--- src/design/rfe_pkg.sv ---
// shared constants, types and helper functions for the rectangle fill engine
package rfe_pkg;

    // default sizing
    localparam int unsigned COORD_LIMIT_DEF  = 2048;
    localparam int unsigned STRIDE_LIMIT_DEF = 16384;

    // fixed widths of the memory side
    localparam int unsigned ADDR_W = 32;
    localparam int unsigned DATA_W = 32;
    localparam int unsigned SIZE_W = 2;
    localparam int unsigned FMT_W  = 2;

    // register index port
    localparam int unsigned CFG_IDX_W = 1;
    localparam logic [CFG_IDX_W-1:0] REG_LINE_STRIDE  = 1'b0;
    localparam logic [CFG_IDX_W-1:0] REG_PIXEL_FORMAT = 1'b1;

    // command codes
    localparam logic CMD_START = 1'b0;
    localparam logic CMD_NEXT  = 1'b1;

    // pixel format codes
    localparam logic [FMT_W-1:0] FMT_8BPP  = 2'd0;
    localparam logic [FMT_W-1:0] FMT_16BPP = 2'd1;
    localparam logic [FMT_W-1:0] FMT_32BPP = 2'd2;

    // write size codes, log2 of bytes
    localparam logic [SIZE_W-1:0] SIZE_BYTE = 2'd0;
    localparam logic [SIZE_W-1:0] SIZE_HALF = 2'd1;
    localparam logic [SIZE_W-1:0] SIZE_WORD = 2'd2;

    // one memory write as handed to the output stage
    typedef struct packed {
        logic              write_valid;
        logic [ADDR_W-1:0] write_addr;
        logic [DATA_W-1:0] write_data;
        logic [SIZE_W-1:0] write_size;
        logic              last_write;
    } rfe_result_t;

    // config data is as wide as the stride register, but never below the format
    function automatic int unsigned cfg_data_w(input int unsigned stride_limit);
        int unsigned w;
        w = $clog2(stride_limit);
        return (w > FMT_W) ? w : FMT_W;
    endfunction

    // write size for a pixel format, unused code behaves as 32 bpp
    function automatic logic [SIZE_W-1:0] size_code(input logic [FMT_W-1:0] fmt);
        logic [SIZE_W-1:0] sz;
        case (fmt)
            FMT_8BPP:  sz = SIZE_BYTE;
            FMT_16BPP: sz = SIZE_HALF;
            default:   sz = SIZE_WORD;
        endcase
        return sz;
    endfunction

    // 0x00rrggbb to the stored pixel value of a format
    function automatic logic [DATA_W-1:0] convert_color(input logic [FMT_W-1:0] fmt,
                                                        input logic [DATA_W-1:0] c);
        logic [DATA_W-1:0] v;
        case (fmt)
            FMT_8BPP:  v = {24'd0, c[7:0]};
            // rgb565: top 5 of red, top 6 of green, top 5 of blue
            FMT_16BPP: v = {16'd0, c[23:19], c[15:10], c[7:3]};
            default:   v = c;
        endcase
        return v;
    endfunction

endpackage

--- src/design/rectangle_fill_engine.sv ---
// top level of the rectangle fill engine
//
//  channel | signals                                   | transfer when
//  --------+-------------------------------------------+-------------------------
//  in      | in_valid/in_ready, cmd, rectangle, color  | in_valid & in_ready
//  out     | out_valid/out_ready, write_* , last_write | out_valid & out_ready
//  cfg     | cfg_we, cfg_index, cfg_data               | cfg_we (no wait)
//
// one input transfer per cycle while in_ready is high; a next command's write
// is in the output register in the next cycle, a start command gives nothing
// the start address needs one top_y * line_stride product, the only multiplier
// reset clears busy and the output valid, format resets to 32 bpp, stride to 0
// a stalled output blocks input only while the held write is not taken;
// in_ready = !out_valid | out_ready
module rectangle_fill_engine #(
    parameter int unsigned COORD_LIMIT  = rfe_pkg::COORD_LIMIT_DEF,
    parameter int unsigned STRIDE_LIMIT = rfe_pkg::STRIDE_LIMIT_DEF
) (
    input  logic                                       clk,
    input  logic                                       rst_n,
    // configuration write port
    input  logic                                       cfg_we,
    input  logic [rfe_pkg::CFG_IDX_W-1:0]              cfg_index,
    input  logic [rfe_pkg::cfg_data_w(STRIDE_LIMIT)-1:0] cfg_data,
    // command channel
    input  logic                                       in_valid,
    output logic                                       in_ready,
    input  logic                                       cmd,
    input  logic [rfe_pkg::ADDR_W-1:0]                 buffer_base,
    input  logic [$clog2(COORD_LIMIT)-1:0]             left_x,
    input  logic [$clog2(COORD_LIMIT)-1:0]             top_y,
    input  logic [$clog2(COORD_LIMIT)-1:0]             right_x,
    input  logic [$clog2(COORD_LIMIT)-1:0]             bottom_y,
    input  logic [rfe_pkg::DATA_W-1:0]                 fill_color,
    // pixel write channel
    output logic                                       out_valid,
    input  logic                                       out_ready,
    output logic                                       write_valid,
    output logic [rfe_pkg::ADDR_W-1:0]                 write_addr,
    output logic [rfe_pkg::DATA_W-1:0]                 write_data,
    output logic [rfe_pkg::SIZE_W-1:0]                 write_size,
    output logic                                       last_write
);

    localparam int unsigned COORD_W  = $clog2(COORD_LIMIT);
    localparam int unsigned STRIDE_W = $clog2(STRIDE_LIMIT);
    localparam int unsigned CFG_W    = rfe_pkg::cfg_data_w(STRIDE_LIMIT);

    logic [STRIDE_W-1:0]       line_stride;
    logic [rfe_pkg::FMT_W-1:0] pixel_format;
    logic                      in_xfer;
    logic                      result_en;
    rfe_pkg::rfe_result_t      result;
    rfe_pkg::rfe_result_t      held;

    // an input transfer is taken whenever the output register can accept a write
    assign in_xfer = in_valid && in_ready;

    rfe_cfg_regs #(
        .STRIDE_W (STRIDE_W),
        .CFG_W    (CFG_W)
    ) u_cfg (
        .clk          (clk),
        .rst_n        (rst_n),
        .cfg_we       (cfg_we),
        .cfg_index    (cfg_index),
        .cfg_data     (cfg_data),
        .line_stride  (line_stride),
        .pixel_format (pixel_format)
    );

    // walk state advances on each transfer, write is formed from current state
    rfe_walker #(
        .COORD_W  (COORD_W),
        .STRIDE_W (STRIDE_W)
    ) u_walker (
        .clk          (clk),
        .rst_n        (rst_n),
        .step_en      (in_xfer),
        .cmd          (cmd),
        .buffer_base  (buffer_base),
        .left_x       (left_x),
        .top_y        (top_y),
        .right_x      (right_x),
        .bottom_y     (bottom_y),
        .fill_color   (fill_color),
        .line_stride  (line_stride),
        .pixel_format (pixel_format),
        .result_en    (result_en),
        .result       (result)
    );

    // output register decouples the write port from the command side
    rfe_out_stage u_out (
        .clk       (clk),
        .rst_n     (rst_n),
        .load      (result_en),
        .result    (result),
        .out_ready (out_ready),
        .out_valid (out_valid),
        .can_load  (in_ready),
        .held      (held)
    );

    assign write_valid = held.write_valid;
    assign write_addr  = held.write_addr;
    assign write_data  = held.write_data;
    assign write_size  = held.write_size;
    assign last_write  = held.last_write;

endmodule

--- src/design/rfe_cfg_regs.sv ---
// configuration registers: line stride and pixel format
module rfe_cfg_regs #(
    parameter int unsigned STRIDE_W = 14,
    parameter int unsigned CFG_W    = 14
) (
    input  logic                           clk,
    input  logic                           rst_n,
    input  logic                           cfg_we,
    input  logic [rfe_pkg::CFG_IDX_W-1:0]  cfg_index,
    input  logic [CFG_W-1:0]               cfg_data,
    output logic [STRIDE_W-1:0]            line_stride,
    output logic [rfe_pkg::FMT_W-1:0]      pixel_format
);

    logic [STRIDE_W-1:0]       line_stride_reg;
    logic [STRIDE_W-1:0]       line_stride_next;
    logic [rfe_pkg::FMT_W-1:0] pixel_format_reg;
    logic [rfe_pkg::FMT_W-1:0] pixel_format_next;

    always_comb
    begin
        line_stride_next  = line_stride_reg;
        pixel_format_next = pixel_format_reg;
        if (cfg_we)
        begin
            case (cfg_index)
                rfe_pkg::REG_LINE_STRIDE:  line_stride_next  = cfg_data[STRIDE_W-1:0];
                rfe_pkg::REG_PIXEL_FORMAT: pixel_format_next = cfg_data[rfe_pkg::FMT_W-1:0];
                default:                   ;
            endcase
        end
    end

    always_ff @(posedge clk or negedge rst_n)
    begin
        if (!rst_n)
        begin
            line_stride_reg  <= '0;
            pixel_format_reg <= rfe_pkg::FMT_32BPP;
        end
        else
        begin
            line_stride_reg  <= line_stride_next;
            pixel_format_reg <= pixel_format_next;
        end
    end

    assign line_stride  = line_stride_reg;
    assign pixel_format = pixel_format_reg;

endmodule

--- src/design/rfe_walker.sv ---
// rectangle walk state and pixel write generation
module rfe_walker #(
    parameter int unsigned COORD_W  = 11,
    parameter int unsigned STRIDE_W = 14
) (
    input  logic                          clk,
    input  logic                          rst_n,
    input  logic                          step_en,
    input  logic                          cmd,
    input  logic [rfe_pkg::ADDR_W-1:0]    buffer_base,
    input  logic [COORD_W-1:0]            left_x,
    input  logic [COORD_W-1:0]            top_y,
    input  logic [COORD_W-1:0]            right_x,
    input  logic [COORD_W-1:0]            bottom_y,
    input  logic [rfe_pkg::DATA_W-1:0]    fill_color,
    input  logic [STRIDE_W-1:0]           line_stride,
    input  logic [rfe_pkg::FMT_W-1:0]     pixel_format,
    output logic                          result_en,
    output rfe_pkg::rfe_result_t          result
);

    localparam int unsigned PROD_W = COORD_W + STRIDE_W;

    logic                         busy_reg, busy_next;
    logic [COORD_W-1:0]           cur_x_reg, cur_x_next;
    logic [COORD_W-1:0]           cur_y_reg, cur_y_next;
    logic [rfe_pkg::ADDR_W-1:0]   row_addr_reg, row_addr_next;
    logic [COORD_W-1:0]           rect_left_reg, rect_left_next;
    logic [COORD_W-1:0]           rect_right_reg, rect_right_next;
    logic [COORD_W-1:0]           rect_bottom_reg, rect_bottom_next;
    logic [rfe_pkg::DATA_W-1:0]   pixel_value_reg, pixel_value_next;

    logic [PROD_W-1:0]            row_offset;
    logic [rfe_pkg::SIZE_W-1:0]   sz;
    logic                         row_end;
    logic                         rect_end;

    assign row_offset = PROD_W'(top_y) * PROD_W'(line_stride);
    assign sz         = rfe_pkg::size_code(pixel_format);
    assign row_end    = (cur_x_reg >= rect_right_reg);
    assign rect_end   = row_end && (cur_y_reg >= rect_bottom_reg);
    assign result_en  = step_en && (cmd == rfe_pkg::CMD_NEXT);

    // write for the current pixel, all zero when idle
    always_comb
    begin
        result = '0;
        if (busy_reg)
        begin
            result.write_valid = 1'b1;
            result.write_addr  = row_addr_reg + (rfe_pkg::ADDR_W'(cur_x_reg) << sz);
            result.write_data  = pixel_value_reg;
            result.write_size  = sz;
            result.last_write  = rect_end;
        end
    end

    always_comb
    begin
        busy_next        = busy_reg;
        cur_x_next       = cur_x_reg;
        cur_y_next       = cur_y_reg;
        row_addr_next    = row_addr_reg;
        rect_left_next   = rect_left_reg;
        rect_right_next  = rect_right_reg;
        rect_bottom_next = rect_bottom_reg;
        pixel_value_next = pixel_value_reg;
        if (step_en && cmd == rfe_pkg::CMD_START)
        begin
            rect_left_next   = left_x;
            rect_right_next  = right_x;
            rect_bottom_next = bottom_y;
            cur_x_next       = left_x;
            cur_y_next       = top_y;
            row_addr_next    = buffer_base + rfe_pkg::ADDR_W'(row_offset);
            pixel_value_next = rfe_pkg::convert_color(pixel_format, fill_color);
            busy_next        = (left_x <= right_x) && (top_y <= bottom_y);
        end
        else if (result_en && busy_reg)
        begin
            if (rect_end)
            begin
                busy_next = 1'b0;
            end
            else if (row_end)
            begin
                cur_x_next    = rect_left_reg;
                cur_y_next    = cur_y_reg + COORD_W'(1);
                row_addr_next = row_addr_reg + rfe_pkg::ADDR_W'(line_stride);
            end
            else
            begin
                cur_x_next = cur_x_reg + COORD_W'(1);
            end
        end
    end

    always_ff @(posedge clk or negedge rst_n)
    begin
        if (!rst_n)
        begin
            busy_reg <= 1'b0;
        end
        else
        begin
            busy_reg <= busy_next;
        end
    end

    always_ff @(posedge clk)
    begin
        cur_x_reg       <= cur_x_next;
        cur_y_reg       <= cur_y_next;
        row_addr_reg    <= row_addr_next;
        rect_left_reg   <= rect_left_next;
        rect_right_reg  <= rect_right_next;
        rect_bottom_reg <= rect_bottom_next;
        pixel_value_reg <= pixel_value_next;
    end

endmodule

--- src/design/rfe_out_stage.sv ---
// output register holding one pixel write until it is taken
module rfe_out_stage (
    input  logic                  clk,
    input  logic                  rst_n,
    input  logic                  load,
    input  rfe_pkg::rfe_result_t  result,
    input  logic                  out_ready,
    output logic                  out_valid,
    output logic                  can_load,
    output rfe_pkg::rfe_result_t  held
);

    logic                 out_valid_reg;
    logic                 out_valid_next;
    rfe_pkg::rfe_result_t held_reg;

    assign can_load = !out_valid_reg || out_ready;

    always_comb
    begin
        out_valid_next = out_valid_reg;
        if (load)
        begin
            out_valid_next = 1'b1;
        end
        else if (out_ready)
        begin
            out_valid_next = 1'b0;
        end
    end

    always_ff @(posedge clk or negedge rst_n)
    begin
        if (!rst_n)
        begin
            out_valid_reg <= 1'b0;
        end
        else
        begin
            out_valid_reg <= out_valid_next;
        end
    end

    always_ff @(posedge clk)
    begin
        if (load)
        begin
            held_reg <= result;
        end
    end

    assign out_valid = out_valid_reg;
    assign held      = held_reg;

endmodule
--- config.mk ---
export PLATFORM = sky130hd
export DESIGN_NAME = rectangle_fill_engine
export DESIGN_NICKNAME = d
export VERILOG_FILES = /design/src/design/rfe_pkg.sv /design/src/design/rectangle_fill_engine.sv /design/src/design/rfe_cfg_regs.sv /design/src/design/rfe_walker.sv /design/src/design/rfe_out_stage.sv
export SDC_FILE = /design/constraint.sdc
export NUM_CORES = 1
export LEC_CHECK = 0
export ABC_AREA = 1
export ABC_CLOCK_PERIOD_IN_PS = 12600
export BUFFER_PORTS_ARGS = -buffer_cell sky130_fd_sc_hd__buf_2
export CORE_MARGIN = 2
export CORE_UTILIZATION = 35
export DETAILED_ROUTE_END_ITERATION = 10
export SETUP_SLACK_MARGIN = 0.15
export SLEW_MARGIN = 15
export SYNTH_ARGS = -nofsm -noshare
export SYNTH_HDL_FRONTEND = slang
export SYNTH_SLANG_ARGS = --single-unit
--- constraint.sdc ---
create_clock -name clk -period 12.6 [get_ports clk]
set_input_delay 0 -clock clk [delete_from_list [all_inputs] [get_ports clk]]
set_output_delay 0 -clock clk [all_outputs]
set_load 0.03 [all_outputs]
# Yosys cells after proc, flatten, opt, wreduce, memory -nomap -nowiden
# Cells that the tools add are included.
[word_totals]
in_bits = 129
register_bits = 205
wordCells = 69
[op_classes]
reduce_logical = 18
n_addsub = 5
n_mul = 1
shifts = 1
bitwise_logic = 2
muxes = 20
eq_ne = 2
n_lt_le_gt_ge = 4
[op_table]
columns = ["operator", "n"]
rows = [
  ["2-to-1 mux 32 bit", 4],
  ["2-to-1 mux 11 bit", 8],
  ["2-to-1 mux 68 bit", 1],
  ["one-hot mux 32 bit (2 select lines)", 1],
  ["adder 32 x 14 -> 32 bit", 1],
  ["adder 32 x 25 -> 32 bit", 1],
  ["adder 32 bit", 1],
  ["<< shifter 11 x 2 -> 32 bit", 1],
  ["multiplier 11 x 14 -> 25 bit", 1],
  ["adder 11 x 1 -> 11 bit (second input constant)", 2],
  [">= comparator 11 bit", 2],
  ["less-or-equal comparator 11 bit", 2],
  ["AND reduction 2 bit", 4],
  ["nonzero test 2 bit", 4],
  ["logical AND 1 bit", 6],
  ["2-to-1 mux 1 bit", 5],
  ["one-hot mux 2 bit (2 select lines)", 1],
  ["AND reduction 3 bit", 1],
  ["equality test 2 x 1 -> 1 bit (second input constant)", 1],
  ["zero test 2 bit", 1],
  ["inequality test 2 bit (second input constant)", 1],
  ["inverter 1 bit", 2],
  ["zero test 1 bit", 1],
  ["logical OR 1 bit", 1],
]

# Longest topological paths before layout
[depth]
ltp_word = 7
mapped_depth = 24

# Hierarchy
# From an unflattened synthesis, not the netlist that was laid out.
[unflattened]
cells_unflattened = 2564
area_unflattened_um2 = 19174.6
[by_module_without_submodules]
columns = ["mod", "area_per_inst_um2", "n_inst", "cells_each", "seq_area_each_um2"]
rows = [
  ["rfe_walker", 16425.8, 1, 2418, 3598.5],
  ["rfe_out_stage", 2087.0, 1, 73, 2067.0],
  ["rfe_cfg_regs", 654.4, 1, 71, 401.6],
  ["rectangle_fill_engine", 7.5, 1, 2, 0.0],
]

# Worst setup path before layout
# OpenSTA, ideal clock, no wires.
[synth_timing]
path_kind = "flip-flop to flip-flop"
from = "register u_cfg.line_stride_reg[9] (netlist: u_cfg.line_stride[9])"
to = "register u_walker.row_addr_reg[31] (netlist name), data pin"
stages_incl_launch_ff = 23
arrival_ns = 4.547
path_buffers = 1
slack_ns = 7.799
path_cell_list = "dfrtp_1 > clkbuf_1 > nand2_1 > inv_1 > fa_1 > inv_1 > fa_1 > inv_1 > fa_1 > fa_1 > inv_1 > fa_1 > inv_1 > ha_1 > nand2_1 > nor2_1 > nand2_1 > nor3b_1 > nand2_1 > nand2_1 > nand2_1 > nand3_1 > nand2_1"
[synth_between]
elab_chain_cells = 5
word_cells_on_any_way = 7
cone_classes = "add/sub (2); mul (1); mux (4)"
[synth_rtl]
columns = ["element", "line", "rtl"]
rows = [
  ["start: declaration", "rfe_cfg_regs.sv:15", "logic [STRIDE_W-1:0] line_stride_reg;"],
  ["start signal: assignment", "rfe_cfg_regs.sv:43", "line_stride_reg <= line_stride_next;"],
  ["parallel branches: the longest is 4 deep, another holds adder 32 x 25 -> 32 bit", "-", ""],
  ["2-to-1 mux 32 bit (*)", "rfe_walker.sv:68", "if (step_en && cmd == rfe_pkg::CMD_START)"],
  ["named net u_walker.row_addr_next, one bit", "rfe_walker.sv:27", "logic [rfe_pkg::ADDR_W-1:0] row_addr_reg, row_addr_next;"],
  ["end signal: assignment", "rfe_walker.sv:114", "row_addr_reg <= row_addr_next;"],
  ["end: declaration", "rfe_walker.sv:27", ""],
]
# Mark *: on every way through the listed nets, which the timed path passes. The select of a mux whose other input is x is not followed.
# A chain may end at the register's enable or synchronous reset.

# Final worst setup path
[layout_timing]
from = "register u_cfg.line_stride_reg[10] (netlist: u_cfg.line_stride[10])"
to = "register u_walker.row_addr_reg[19] (netlist name), data pin"
# The elaborated chain is that of the path after synthesis.

==> results.md <==
* Initial antenna violation count at 2
* Relative slew slack at 0.295
* Non-filler cells, final at ~3500
* Die width at approximately 240 um
* Final Max Tran Viols at 0
* Pint at roughly 2.5 mW
* Final min period at about 5.5 ns
* CTS max path bufs at 3
* # rows at between 80 and 90
* CP cell instances: nand2_1 > inv_1 > fa_1 > inv_1 > fa_1 > inv_1 > fa_1 > fa_1 > inv_1 > fa_1 > inv_1 > ha_1 > nand2_1 > nor2_1 > nand2_1 > a21oi_1 > o21ai_0 > nand3_1 > nand2_1
* Mapped cell area at 0.0190 sq mm
* Post-synth cell types at 39
* WP data arrival at just under 6 ns
* Syn Area/Cell at about 7.5 sq um
* Final Wtd Congestion at between 0.8 and 0.9
* CP max FO at 13
* HP Class: in -> reg
* CP Launch Point: u_cfg.line_stride[10]
* CP required at 12.92 ns
* Clock latency on the worst-skew pair at roughly 0.59 ns
* Syn_nets at slightly below 3000
* DRT antenna net count at 0
* Largest net degree at the start of global routing at around 70
* Largest register FFs at slightly below 70
* Cells after Synth at between 2000 and 3000
* Number of flops mapped to enable cells by yosys at around 190
* # hold bufs at CTS at ~100
* Total power draw at approximately 5.4 mW
* Worst R2R End: u_walker.row_addr_reg[19]
* Final #Nets at around 3200
* Placed Cells at about 3400
* Clk_skew at around 0.025 ns
* DRC violations left at 0
* Max Clock Freq at roughly 180 MHz
* Power per Cell Area at between 200 and 250 mW/mm^2
* Crit path capture type: flop
* Outcome: finished clean
* Initial Util at 0.354
* Port buffer count at between 150 and 200
* RSZ-0062 raised after global routing: false
* Hold_ws at 0.0124 ns
* Switching part of the total at 0.531
* Final Util at 0.421
* Yosys warns at 0
* Postcts setup bufs at 0
* CTS Buf Count at 27
* Commonest non-fill, non-tap cell in the layout: nand2_1
* Tcrit/Tclk final at 0.434
* CTS root buf: clkbuf_16
* Comb pwr share at 0.685
* GRT overflow at 0
* Count of state elements after synthesis at between 200 and 250
* DRT iter0 DRCs at roughly 1100
* Worst reg2reg path startpoint: u_cfg.line_stride[10]
* Sw power at between 2 and 3 mW
* Total length of routed wires at approximately 56000 um
* Synth-to-Final Area Change at 19.0%
* Worst path max stage delay at ~0.64 ns
* Crit path capture: u_walker.row_addr_reg[19]
* Via density at 4.71
* Async SR Flop Fraction at 0.0878
* DR pass1 iterations at 6
* CTS tree: built
* Worst-path clk slew at 0.06 ns
* Post-DR wirelength/cell at between 15 and 20 um
* Lkg Pwr at approximately 12 nW
* Worst vdd ir at 0.000217 V
* Layout cells sized above 1 at 0.0954
* Most frequent cells in the layout: nand2_1, inv_1, buf_2
* GRT Util Overall at 0.201
* CP Launch Type: flop
* Reg2Reg Depth at 19
* Hold Violations, Final at 0
* Post-route setup TNS at 0 ns
* IO Count at approximately 200
* First-pass GRT wire length at around 90000 um
* Clock sinks at around 210
* Total die area at about 0.056 sq mm
* Vias in the first global route at between 15000 and 20000
* CORE AREA at ~0.054 sq mm
* Post_cts resized at 0
* Max Cap Violations at 0
* Setup slack, reg-to-reg at slightly above 7 ns
* Worst setup path category: reg -> reg
* Via Count at between 15000 and 20000
* Sequential Power Share at 0.173
* Htree depth at 1
* Slowest cell on crit path: dfrtp_1
* Height of the die at 237 um
* Final HPWL DP at ~43000 um
* Top_reg_cell synth: edfxtp_1
* Final-report setup violation count at 0
* Sequential-to-total area share from yosys stat at 0.319
* Clk pwr share at 0.142
* Slew @ Worst Pin at 1.05 ns
[routing by layer]
metal	wire length, um	global-route usage	vias to the layer above
li1	-	-	8309
met1	24300	0.259	7762
met2	26700	0.355	470
met3	3180	0.0262	73
met4	1470	0.0518	0
met5	0	0	-
[metrics by stage]
stage	instance area (sq um)	setup slack, ns
2_1_floorplan	19000	7.80
5_1_grt	22600	6.87
6_report	22700	7.13
3_3_place_gp	20700	7.10
4_1_cts	22600	7.14
3_5_place_dp	20700	7.16
[cell type report]
class	instances	area, sq um
fill	5469	31200
multi-input combinational	1659	10500
sequential	205	6070
inverter	609	2290
timing repair buffer	306	2060
tap	696	871
clock buffer	31	691
clock inverter	19	186
antenna	3	7.51
[worst min-delay path by stage]
stage	to	from	slack (ns)	depth (start not counted)
after floorplan	u_cfg.line_stride[0]	rst_n	-0.30	0
after global placement	u_out.out_valid	rst_n	0.07	1
after detailed placement	u_out.out_valid	rst_n	0.07	1
after CTS	u_walker.cur_y_reg[9]	top_y[9]	0.003	3
after global routing	u_out.held[21]	cmd	0.03	3
final	u_out.held[22]	cmd	0.01	3
[cell families after synthesis]
kind of cell	Yosys count	share of synthesized area
AOI/OAI and AO/OA	200	0.0545
xor gates and xnor gates	24	0.0110
adders and majority gates	273	0.232
buffers and inverters	664	0.132
DFF	205	0.319
muxes	12	0.00710
other	1	0.000197
and+or+nand+nor	1149	0.244
[cell usage after synthesis, types with 2 or more instances]
cell type,count,area share
nand2_1,820,0.16
inv_1,607,0.12
xnor2_1,5,0.0023
nor3_4,2,0.0017
o22ai_1,3,0.00099
dfrtp_1,17,0.022
fa_1,134,0.14
a21boi_0,3,0.0012
nor2_1,135,0.027
clkbuf_1,44,0.0087
buf_2,7,0.0018
edfxtp_1,187,0.29
and2_1,4,0.0013
a22o_1,2,0.00092
nand2_2,2,0.00066
ha_1,139,0.091
and3_1,2,0.00066
o21ai_0,91,0.024
mux2_2,12,0.0071
nor3_1,14,0.0037
o21a_1,3,0.0012
nand3b_1,14,0.0055
nand4_1,13,0.0043
nand3_1,137,0.036
xor2_1,19,0.0087
nor3b_1,2,0.00079
a21oi_1,93,0.024
a21o_1,3,0.0012
or2_2,3,0.00099
buf_1,2,0.00039
[worst max-delay path: cells and delay by family, from the launching register on]
kind                     cells  cell delay [ns]
AO/OA/AOI/OAI                2             0.35
adder cells (fa/ha/maj)      6             3.05
buffers and inverters        5             0.28
flip-flops                   1             0.64
AND/OR/NAND/NOR              6             0.91
[power groups by stage]
stage | clock network [mW] | registers (mW) | logic (mW)
after floorplan | 0 | 0.916 | 2.71
after global placement | 0 | 0.948 | 3.68
after CTS | 0.794 | 0.936 | 3.74
after global routing | 0.816 | 0.944 | 4.36
final | 0.770 | 0.935 | 3.70
after detailed placement | 0 | 0.949 | 3.68
(Power assumes the default switching activity.)
